===== src/sv/ntwa_pkg.sv =====
// Package for the neighbour table with aging: widths, defaults, the token that
// walks the cell chain and the broadcast bundle from the controller.
// No dependencies.
package ntwa_pkg;

	localparam int MAX_NEIGHBOURS_DEF = 16;
	localparam int ID_W               = 32;
	localparam int IVL_W              = 16;
	localparam int LIFE_W             = 18;

	// Token handed from cell to cell, one cell per cycle
	typedef struct packed {
		logic active;      // token present in this stage
		logic func;        // 0 = hello, 1 = tick
		logic hit;         // a live entry with the key has been seen
		logic free_found;  // a free entry has been claimed upstream
		logic any_valid;   // live entry seen (after the op for a tick)
		logic flood;       // tick removed an entry
	} ntwa_tok_t;

	// Item data held by the controller and broadcast to every cell
	typedef struct packed {
		logic [ID_W-1:0]   key;
		logic [ID_W-1:0]   ip;
		logic [ID_W-1:0]   area;
		logic [ID_W-1:0]   mask;
		logic [IVL_W-1:0]  ivl;
		logic [LIFE_W-1:0] life;
		logic              commit;  // write the candidate entry this cycle
	} ntwa_bcast_t;

	typedef struct packed {
		logic is_new;
		logic flood_needed;
		logic table_full;
		logic table_empty;
	} ntwa_res_t;

	// Dead interval: three times the hello interval
	function automatic logic [LIFE_W-1:0] life_of(input logic [IVL_W-1:0] ivl);
		return {2'b00, ivl} + {1'b0, ivl, 1'b0};
	endfunction

endpackage


===== src/sv/ntwa_in_if.sv =====
// Input channel of the neighbour table: valid/ready plus hello or tick fields.
// Depends on nothing.
interface ntwa_in_if;
	logic        valid;
	logic        ready;
	logic        func;
	logic [31:0] nbr_id;
	logic [31:0] source_ip;
	logic [31:0] area_id;
	logic [31:0] net_mask;
	logic [15:0] hello_interval;

	modport source (output valid, func, nbr_id, source_ip, area_id, net_mask,
		hello_interval, input ready);
	modport sink (input valid, func, nbr_id, source_ip, area_id, net_mask,
		hello_interval, output ready);
endinterface


===== src/sv/ntwa_out_if.sv =====
// Result channel of the neighbour table: valid/ready plus the four status flags.
// Depends on nothing.
interface ntwa_out_if;
	logic valid;
	logic ready;
	logic is_new;
	logic flood_needed;
	logic table_full;
	logic table_empty;

	modport source (output valid, is_new, flood_needed, table_full, table_empty,
		input ready);
	modport sink (input valid, is_new, flood_needed, table_full, table_empty,
		output ready);
endinterface


===== src/sv/ntwa_cell.sv =====
// One neighbour entry of the table chain: key compare, free-slot claim, aging.
// Depends on ntwa_pkg.
module ntwa_cell (
	input  logic                clk,
	input  logic                arst_n,
	input  ntwa_pkg::ntwa_tok_t   tok_in,
	output ntwa_pkg::ntwa_tok_t   tok_out,
	input  ntwa_pkg::ntwa_bcast_t bc,
	output logic                cand
);

	logic                          valid_q;
	logic                          cand_q;
	ntwa_pkg::ntwa_tok_t           tok_q;
	logic [ntwa_pkg::ID_W-1:0]     rid_q;
	logic [ntwa_pkg::ID_W-1:0]     ip_q;
	logic [ntwa_pkg::ID_W-1:0]     area_q;
	logic [ntwa_pkg::ID_W-1:0]     mask_q;
	logic [ntwa_pkg::IVL_W-1:0]    ivl_q;
	logic [ntwa_pkg::LIFE_W-1:0]   life_q;

	ntwa_pkg::ntwa_tok_t tok_nx;
	logic hit_here, claim_here, expire, dec, write_here;

	// Per-entry decisions as the token passes
	always_comb begin
		hit_here   = tok_in.active && !tok_in.func && valid_q && !tok_in.hit &&
			(rid_q == bc.key);
		claim_here = tok_in.active && !tok_in.func && !valid_q && !tok_in.free_found;
		expire     = tok_in.active && tok_in.func && valid_q &&
			(life_q == '0);
		dec        = tok_in.active && tok_in.func && valid_q &&
			(life_q != '0);
		write_here = bc.commit && cand_q;

		tok_nx = tok_in;
		if (hit_here)   tok_nx.hit = 1'b1;
		if (claim_here) tok_nx.free_found = 1'b1;
		if (expire)     tok_nx.flood = 1'b1;
		if (tok_in.active)
			tok_nx.any_valid = tok_in.any_valid | (tok_in.func ? dec : valid_q);
	end

	// Control: live flag, candidate mark, token stage
	always_ff @(posedge clk or negedge arst_n) begin
		if (!arst_n) begin
			valid_q <= 1'b0;
			cand_q  <= 1'b0;
			tok_q   <= '0;
		end else begin
			tok_q <= tok_nx;
			if (write_here)
				valid_q <= 1'b1;
			else if (expire)
				valid_q <= 1'b0;
			if (write_here)
				cand_q <= 1'b0;
			else if (tok_in.active)
				cand_q <= claim_here;
		end
	end

	// Entry contents
	always_ff @(posedge clk) begin
		if (write_here) begin
			rid_q  <= bc.key;
			ip_q   <= bc.ip;
			area_q <= bc.area;
			mask_q <= bc.mask;
			ivl_q  <= bc.ivl;
		end
		if (write_here || hit_here)
			life_q <= bc.life;
		else if (dec)
			life_q <= life_q - ntwa_pkg::LIFE_W'(1);
	end

	assign tok_out = tok_q;
	assign cand    = cand_q;

	// Stored address fields are held for the entry but not reported
	logic unused_fields;
	assign unused_fields = ^{ip_q, area_q, mask_q, ivl_q};

endmodule


===== src/sv/ntwa_ctrl.sv =====
// Controller: takes one item, launches its token down the chain, commits an
// insertion and registers the result. Depends on ntwa_pkg and the interfaces.
module ntwa_ctrl (
	input  logic                  clk,
	input  logic                  arst_n,
	ntwa_in_if.sink               item,
	ntwa_out_if.source            result,
	output ntwa_pkg::ntwa_tok_t   tok_first,
	input  ntwa_pkg::ntwa_tok_t   tok_last,
	output ntwa_pkg::ntwa_bcast_t bc
);

	typedef enum logic [1:0] {S_IDLE, S_RUN, S_HOLD} state_t;

	state_t              state_q;
	logic                start_q;
	logic                out_valid_q;
	logic                func_q;
	ntwa_pkg::ntwa_bcast_t bc_q;
	ntwa_pkg::ntwa_res_t res_q;
	ntwa_pkg::ntwa_res_t out_q;

	ntwa_pkg::ntwa_res_t res_nx;
	logic slot_free, commit, accept, hello_miss, out_load;

	// Result of the finished pass
	always_comb begin
		accept      = item.valid && item.ready;
		slot_free   = !out_valid_q || result.ready;
		hello_miss  = !tok_last.func && !tok_last.hit;
		commit      = tok_last.active && hello_miss && tok_last.free_found;
		out_load    = slot_free && ((state_q == S_RUN && tok_last.active) ||
			state_q == S_HOLD);
		res_nx.is_new       = hello_miss && tok_last.free_found;
		res_nx.table_full   = hello_miss && !tok_last.free_found;
		res_nx.flood_needed = tok_last.func && tok_last.flood;
		res_nx.table_empty  = !(tok_last.any_valid || res_nx.is_new);
	end

	// State and registered handshake outputs
	always_ff @(posedge clk or negedge arst_n) begin
		if (!arst_n) begin
			state_q     <= S_IDLE;
			start_q     <= 1'b0;
			out_valid_q <= 1'b0;
		end else begin
			start_q <= accept;
			if (out_load)
				out_valid_q <= 1'b1;
			else if (result.ready)
				out_valid_q <= 1'b0;
			case (state_q)
				S_IDLE: begin
					if (accept)
						state_q <= S_RUN;
				end
				S_RUN: begin
					if (tok_last.active) begin
						if (slot_free)
							state_q <= S_IDLE;
						else
							state_q <= S_HOLD;
					end
				end
				S_HOLD: begin
					if (slot_free)
						state_q <= S_IDLE;
				end
				default: state_q <= S_IDLE;
			endcase
		end
	end

	// Item and result data
	always_ff @(posedge clk) begin
		if (accept) begin
			func_q      <= item.func;
			bc_q.key    <= item.nbr_id;
			bc_q.ip     <= item.source_ip;
			bc_q.area   <= item.area_id;
			bc_q.mask   <= item.net_mask;
			bc_q.ivl    <= item.hello_interval;
			bc_q.life   <= ntwa_pkg::life_of(item.hello_interval);
			bc_q.commit <= 1'b0;
		end
		if (tok_last.active)
			res_q <= res_nx;
		if (state_q == S_RUN && tok_last.active && slot_free)
			out_q <= res_nx;
		else if (state_q == S_HOLD && slot_free)
			out_q <= res_q;
	end

	always_comb begin
		bc        = bc_q;
		bc.commit = commit;
		tok_first        = '0;
		tok_first.active = start_q;
		tok_first.func   = func_q;
	end

	assign item.ready          = (state_q == S_IDLE);
	assign result.valid        = out_valid_q;
	assign result.is_new       = out_q.is_new;
	assign result.flood_needed = out_q.flood_needed;
	assign result.table_full   = out_q.table_full;
	assign result.table_empty  = out_q.table_empty;

endmodule


===== src/sv/neighbour_table_with_aging.sv =====
// Neighbour table with aging: a chain of MAX_NEIGHBOURS entry cells walked by one token.
// Each item's token visits every cell in turn; a new item is taken only once the
// token has left the chain and its result has been loaded into the output register,
// so a stalled result also holds off the next item.
// Reset clears all entry valid bits at once; no clearing pass, ready after reset.
module neighbour_table_with_aging #(
	parameter int MAX_NEIGHBOURS = ntwa_pkg::MAX_NEIGHBOURS_DEF
) (
	input  logic       clk,
	input  logic       arst_n,
	ntwa_in_if.sink    item,
	ntwa_out_if.source result
);

	ntwa_pkg::ntwa_tok_t   tok [MAX_NEIGHBOURS+1];
	ntwa_pkg::ntwa_bcast_t bc;
	logic [MAX_NEIGHBOURS-1:0] cand;
	logic [MAX_NEIGHBOURS:0]   tok_act;

	ntwa_ctrl u_ctrl (
		.clk       (clk),
		.arst_n    (arst_n),
		.item      (item),
		.result    (result),
		.tok_first (tok[0]),
		.tok_last  (tok[MAX_NEIGHBOURS]),
		.bc        (bc)
	);

	// Entry chain
	for (genvar g = 0; g < MAX_NEIGHBOURS; g++) begin : g_cell
		ntwa_cell u_cell (
			.clk     (clk),
			.arst_n  (arst_n),
			.tok_in  (tok[g]),
			.tok_out (tok[g+1]),
			.bc      (bc),
			.cand    (cand[g])
		);
	end

	for (genvar g = 0; g <= MAX_NEIGHBOURS; g++) begin : g_act
		assign tok_act[g] = tok[g].active;
	end

	// One item in flight at most
	a_one_token: assert property (@(posedge clk) disable iff (!arst_n)
		$onehot0(tok_act))
		else $error("more than one token in the chain");

	// No new item taken while a token is still walking
	a_ready_idle: assert property (@(posedge clk) disable iff (!arst_n)
		item.ready |-> (tok_act == '0))
		else $error("ready raised with a pass in progress");

	// An insertion writes exactly one marked entry
	a_commit_one: assert property (@(posedge clk) disable iff (!arst_n)
		bc.commit |-> ($countones(cand) == 1))
		else $error("insert without a single candidate entry");

	// Result flags are mutually consistent
	a_flags: assert property (@(posedge clk) disable iff (!arst_n)
		result.valid |-> !(result.is_new && result.table_full) &&
			!(result.flood_needed && (result.is_new || result.table_full)) &&
			!(result.is_new && result.table_empty))
		else $error("inconsistent result flags");

endmodule

===== src/flat_wrapper.sv =====
// flat-port wrapper written by rule: the top's interface ports become plain ports
module neighbour_table_with_aging_flat 
#(
	parameter int MAX_NEIGHBOURS = ntwa_pkg::MAX_NEIGHBOURS_DEF
)
  (clk, arst_n, item_valid, item_func, item_nbr_id, item_source_ip, item_area_id, item_net_mask, item_hello_interval, item_ready, result_valid, result_is_new, result_flood_needed, result_table_full, result_table_empty, result_ready);
  ntwa_in_if item_i ();
  ntwa_out_if result_i ();
  input  logic clk;
  input  logic arst_n;
  input wire logic [$bits(item_i.valid)-1:0] item_valid;
  input wire logic [$bits(item_i.func)-1:0] item_func;
  input wire logic [$bits(item_i.nbr_id)-1:0] item_nbr_id;
  input wire logic [$bits(item_i.source_ip)-1:0] item_source_ip;
  input wire logic [$bits(item_i.area_id)-1:0] item_area_id;
  input wire logic [$bits(item_i.net_mask)-1:0] item_net_mask;
  input wire logic [$bits(item_i.hello_interval)-1:0] item_hello_interval;
  output wire logic [$bits(item_i.ready)-1:0] item_ready;
  output wire logic [$bits(result_i.valid)-1:0] result_valid;
  output wire logic [$bits(result_i.is_new)-1:0] result_is_new;
  output wire logic [$bits(result_i.flood_needed)-1:0] result_flood_needed;
  output wire logic [$bits(result_i.table_full)-1:0] result_table_full;
  output wire logic [$bits(result_i.table_empty)-1:0] result_table_empty;
  input wire logic [$bits(result_i.ready)-1:0] result_ready;
  assign item_i.valid = item_valid;
  assign item_i.func = item_func;
  assign item_i.nbr_id = item_nbr_id;
  assign item_i.source_ip = item_source_ip;
  assign item_i.area_id = item_area_id;
  assign item_i.net_mask = item_net_mask;
  assign item_i.hello_interval = item_hello_interval;
  assign item_ready = item_i.ready;
  assign result_valid = result_i.valid;
  assign result_is_new = result_i.is_new;
  assign result_flood_needed = result_i.flood_needed;
  assign result_table_full = result_i.table_full;
  assign result_table_empty = result_i.table_empty;
  assign result_i.ready = result_ready;
  neighbour_table_with_aging #(.MAX_NEIGHBOURS(MAX_NEIGHBOURS)) u_core (.clk(clk), .arst_n(arst_n), .item(item_i), .result(result_i));
endmodule

===== config.mk =====
export PLATFORM = sky130hd
export DESIGN_NAME = neighbour_table_with_aging_flat
export DESIGN_NICKNAME = d
export VERILOG_FILES = /design/src/sv/ntwa_pkg.sv /design/src/sv/ntwa_in_if.sv /design/src/sv/ntwa_out_if.sv /design/src/sv/ntwa_cell.sv /design/src/sv/ntwa_ctrl.sv /design/src/sv/neighbour_table_with_aging.sv /design/src/flat_wrapper.sv
export SDC_FILE = /design/constraint.sdc
export NUM_CORES = 2
export LEC_CHECK = 0
export BUFFER_PORTS_ARGS = -buffer_cell sky130_fd_sc_hd__buf_2
export CAP_MARGIN = 20
export CORE_ASPECT_RATIO = 2
export CORE_UTILIZATION = 50
export DETAILED_ROUTE_END_ITERATION = 7
export PLACE_DENSITY = 0.75
export SETUP_SLACK_MARGIN = 0.15
export SLEW_MARGIN = 20
export SYNTH_ARGS = -nofsm -noshare
export SYNTH_HDL_FRONTEND = slang
export SYNTH_SLANG_ARGS = --single-unit
export TNS_END_PERCENT = 100

===== constraint.sdc =====
create_clock -name clk -period 4.8 [get_ports clk]
set_clock_uncertainty 0.15 [all_clocks]
set_input_delay 0.96 -clock clk [delete_from_list [all_inputs] [get_ports clk]]
set_output_delay 0.96 -clock clk [all_outputs]
set_load 0.03 [all_outputs]

==> flow_metrics.py <==
metrics = {
    "job": {
        "drv_cap": 0,
    },
    "pwr": {
        "intPower_mw": 13.1,
        "ir_drop_uv": 304,
        "total_power_mw": 16.3,
        "swShare_pct": 20.0,
        "power_frac_comb_pct": 1.3,
        "p_per_area_nw_per_um2": 321,
        "clkPwrFrac_pct": 41.5,
        "p_seq_share_pct": 57.2,
        "switchingPower_mw": 3.27,
        "p_leak_nw": 17.5,
    },
    "sta": {
        "fmax_ghz": 0.272,
        "max_slew_margin_pct": 24.1,
        "finalSetupTns_ns": 0,
        "finalHoldViolCount": 0,
        "finalCriticalPeriod_ns": 3.67,
        "fin_crit_sh_pct": 76.5,
        "rsz0062_at_grt": "false",
        "worstMarginPinSlew_ns": 1.14,
        "final-setup-viol-count": 0,
        "slew_viol_final": 0,
    },
    "floorplanning": {
        "start_util_pct": 50.6,
        "io_pins": 155,
        "core_um2": 90600,
        "dieArea_um2": 92900,
        "die_y_um": 430,
        "row_count": 156,
        "dieWidth_um": 216,
    },
    "critical_path": {
        "worst_path_max_delay_cell": "edfxtp_1",
        "path_delay_family": "simple AND/OR/NAND/NOR gates",
        "cp-end-kind": "flop",
        "max_stage_delay_ns": 0.90,
        "worst_setup_path_start_kind": "flop",
        "path_buf_inv": 2,
        "worst-path-max-fanout": 19,
        "crit_arrival_ns": 3.86,
        "crit_required_ns": 4.99,
        "crit_chain": "buf_4 -> xnor2_1 -> nand4_1 -> nor4_1 -> nand3_1 -> nand2_2 -> a41o_1 -> buf_4",
        "cpMostUsedCell": "buf_4",
        "critical_path_class": "reg -> reg",
    },
    "outcome": {
        "status": "finished clean",
    },
    "layout": {
        "post-route-util_pct": 56.1,
        "area_delta_synth_final_pct": 10.9,
        "nFillCells": 7278,
        "drive_above_1_share_pct": 17.0,
        "fin_nets": 3554,
        "register_area_um2": 29100,
        "multi_input_area_um2": 15900,
    },
    "synth": {
        "yosysUniqueCellTypes": 63,
        "synth_warnings": 0,
        "synth_seq_cells": 991,
        "synth.avg_cell_area_um2": 14.3,
        "synth_area_um2": 45800,
        "synthCells": 3211,
        "syn-num-nets": 3394,
        "synth_enable_flop_cells": 859,
        "async_reset_ff_share_pct": 13.3,
        "synthFlopType": "edfxtp_1",
        "synth-seq-area-share_pct": 63.5,
    },
    "worst_hold_path": {
        "min_path_type": "in -> async",
    },
    "clocking": {
        "cts_hold_buf": 0,
        "clockRootBuffer": "clkbuf_16",
        "clkLatencyLatePin_ns": 0.67,
        "cts_sinks": 991,
        "cts_buffers": 83,
        "h-tree-depth": 3,
        "ctsResizeCount": 0,
        "post-cts-setup-buffers": 0,
        "clockBufferDepth": 3,
        "clk_pin_slew_ns": 0.06,
        "tritoncts": "yes",
    },
    "global_route": {
        "grt_max_degree": 81,
        "grt_pass1_wl_um": 156000,
        "track_usage_pct": 21.9,
        "gr-total-overflow": 0,
        "antenna_found_initial": 1,
        "grt_pass1_vias": 27000,
    },
    "place": {
        "portBuffers": 58,
        "gp_congestion": 0.819,
        "place_hpwl_um": 67600,
    },
    "detailed_routing": {
        "drt-initial-drc-count": 1760,
        "firstDrtPassIters": 5,
        "ant_nets": 0,
        "drt_wl_total_um": 101000,
        "vias_per_cell": 5.62,
        "dr_total_vias": 26000,
        "wl_per_cell_um": 21.8,
        "drc_errors": 0,
    },
}
==> power by group through the flow <==
stage	Combinational, mW	Clock [mW]	Sequential (mW)
finish	0.208	6.77	9.35
global route	0.235	7.20	9.34
CTS	0.212	6.90	9.34
detailed placement	0.210	0	9.53
global placement	0.205	0	9.53
floorplan	0.127	0	9.51
==> final timing paths <==
path,start,end,slack (ns),cells past startpoint
setup / recovery,u_core.u_ctrl.bc[160],u_core.g_cell[9].u_cell.life_q[0],1.13,8
hold / removal,arst_n,u_core.u_ctrl.state_q[1],0.08,1
setup reg to reg,u_core.u_ctrl.bc[160],u_core.g_cell[9].u_cell.life_q[0],1.13,8
hold reg to reg,u_core.g_cell[0].u_cell.tok_out[1],u_core.g_cell[1].u_cell.tok_out[1],0.28,1
max in group asynchronous,arst_n,u_core.g_cell[7].u_cell.cand,3.59,2
min in group clk,u_core.g_cell[0].u_cell.tok_out[1],u_core.g_cell[1].u_cell.tok_out[1],0.28,1
==> routing by layer <==
layer	vias up	track usage (%)	wire, um	share of wire [%]
li1	12000	-	-	-
met3	200	2.51	3180	3.2
met2	518	42.7	56900	56
met1	13200	23.5	36700	36
met4	0	9.00	4070	4.0
met5	-	0	0	0
==> synth_stat cells, types with 10 or more instances <==
master | count | share of area (%)
edfxtp_1 | 859 | 56
xnor2_1 | 456 | 8.7
xor2_1 | 310 | 5.9
mux2_2 | 210 | 5.2
nor2_1 | 147 | 1.2
nand2_1 | 143 | 1.2
dfrtp_1 | 132 | 7.2
nor3_1 | 112 | 1.2
nand4_1 | 106 | 1.4
nor4_1 | 99 | 1.4
inv_1 | 69 | 0.57
nand3_1 | 67 | 0.73
buf_2 | 46 | 0.50
ha_1 | 33 | 0.90
mux2i_1 | 33 | 0.72
mux2_1 | 30 | 0.74
a21oi_1 | 29 | 0.32
o21bai_1 | 28 | 0.46
or4_1 | 27 | 0.44
buf_4 | 25 | 0.41
nand2b_1 | 25 | 0.34
clkbuf_1 | 23 | 0.19
mux2_4 | 21 | 0.69
a21o_1 | 20 | 0.33
o21ai_0 | 18 | 0.20
a31o_2 | 15 | 0.29
nor3b_1 | 15 | 0.25
nand3b_1 | 14 | 0.23
nand2_2 | 11 | 0.15
nor2b_1 | 10 | 0.14
nor4b_2 | 10 | 0.33
==> logic make-up (layout without fill, tap and decap cells) <==
family / count (synthesis) / count (layout) / share of synthesized area, %
adder cells (fa/ha/maj): 34 / 34 / 0.945
AO/OA/AOI/OAI: 133 / 133 / 1.99
buffers and inverters: 172 / 398 / 1.91
flip-flops: 991 / 991 / 63.5
XOR/XNOR: 766 / 766 / 14.6
other: 0 / 1 / 0
multiplexers: 294 / 294 / 7.31
AND/OR/NAND/NOR: 821 / 821 / 9.70
==> cells in the final DEF, fill, tap and decap left out, types with 27 or more instances in the layout <==
master	instances
mux2_1	30
or4_1	27
mux2_2	210
mux2i_1	33
nand2_1	143
dfrtp_1	132
nor4_1	99
nand3_1	67
buf_4	102
nor2_1	147
inv_1	69
xor2_1	310
ha_1	33
nor3_1	112
a21oi_1	29
o21bai_1	28
buf_2	57
nand4_1	106
xnor2_1	456
edfxtp_1	859
clkbuf_16	89
==> cell type report <==
type / count / area share, %
clock buffer: 110 / 4.60
timing repair buffer: 178 / 2.79
antenna: 1 / 0.00493
multi-input combinational: 2048 / 31.2
sequential: 991 / 57.3
clock inverter: 41 / 0.670
tap: 1185 / 2.92
inverter: 69 / 0.510
==> registers in the layout (all words and copies together), names as in the netlist <==
signal and count:
u_core.g_cell.u_cell.rid_q 512, u_core.u_ctrl.result.table_empty 1, u_core.u_ctrl.bc 50, u_core.u_ctrl.func_q 1, u_core.u_ctrl.state_q 2, u_core.g_cell.u_cell.valid_q 16
u_core.g_cell.u_cell.tok_out 96, u_core.u_ctrl.res_q 4, u_core.u_ctrl.result.is_new 1, u_core.g_cell.u_cell.cand 16, u_core.u_ctrl.result.flood_needed 1, u_core.u_ctrl.start_q 1
u_core.g_cell.u_cell.life_q 288, u_core.u_ctrl.result.valid 1, u_core.u_ctrl.result.table_full 1
==> metrics by stage <==
| stage | cells | cell area, um2 | setup slack (ns) | hold WS [ns] |
|---|---|---|---|---|
| after global placement | 4470 | 48100 | 0.972 | 0.271 |
| after global routing | 4623 | 50800 | 0.947 | 0.0990 |
| after floorplan | 3211 | 45800 | 1.24 | 0.241 |
| final | 4623 | 50800 | 1.13 | 0.0774 |
| after detailed placement | 4471 | 48100 | 1.12 | 0.274 |
| after CTS | 4622 | 50800 | 1.11 | 0.0628 |
Power figures use the tool's default switching activity.
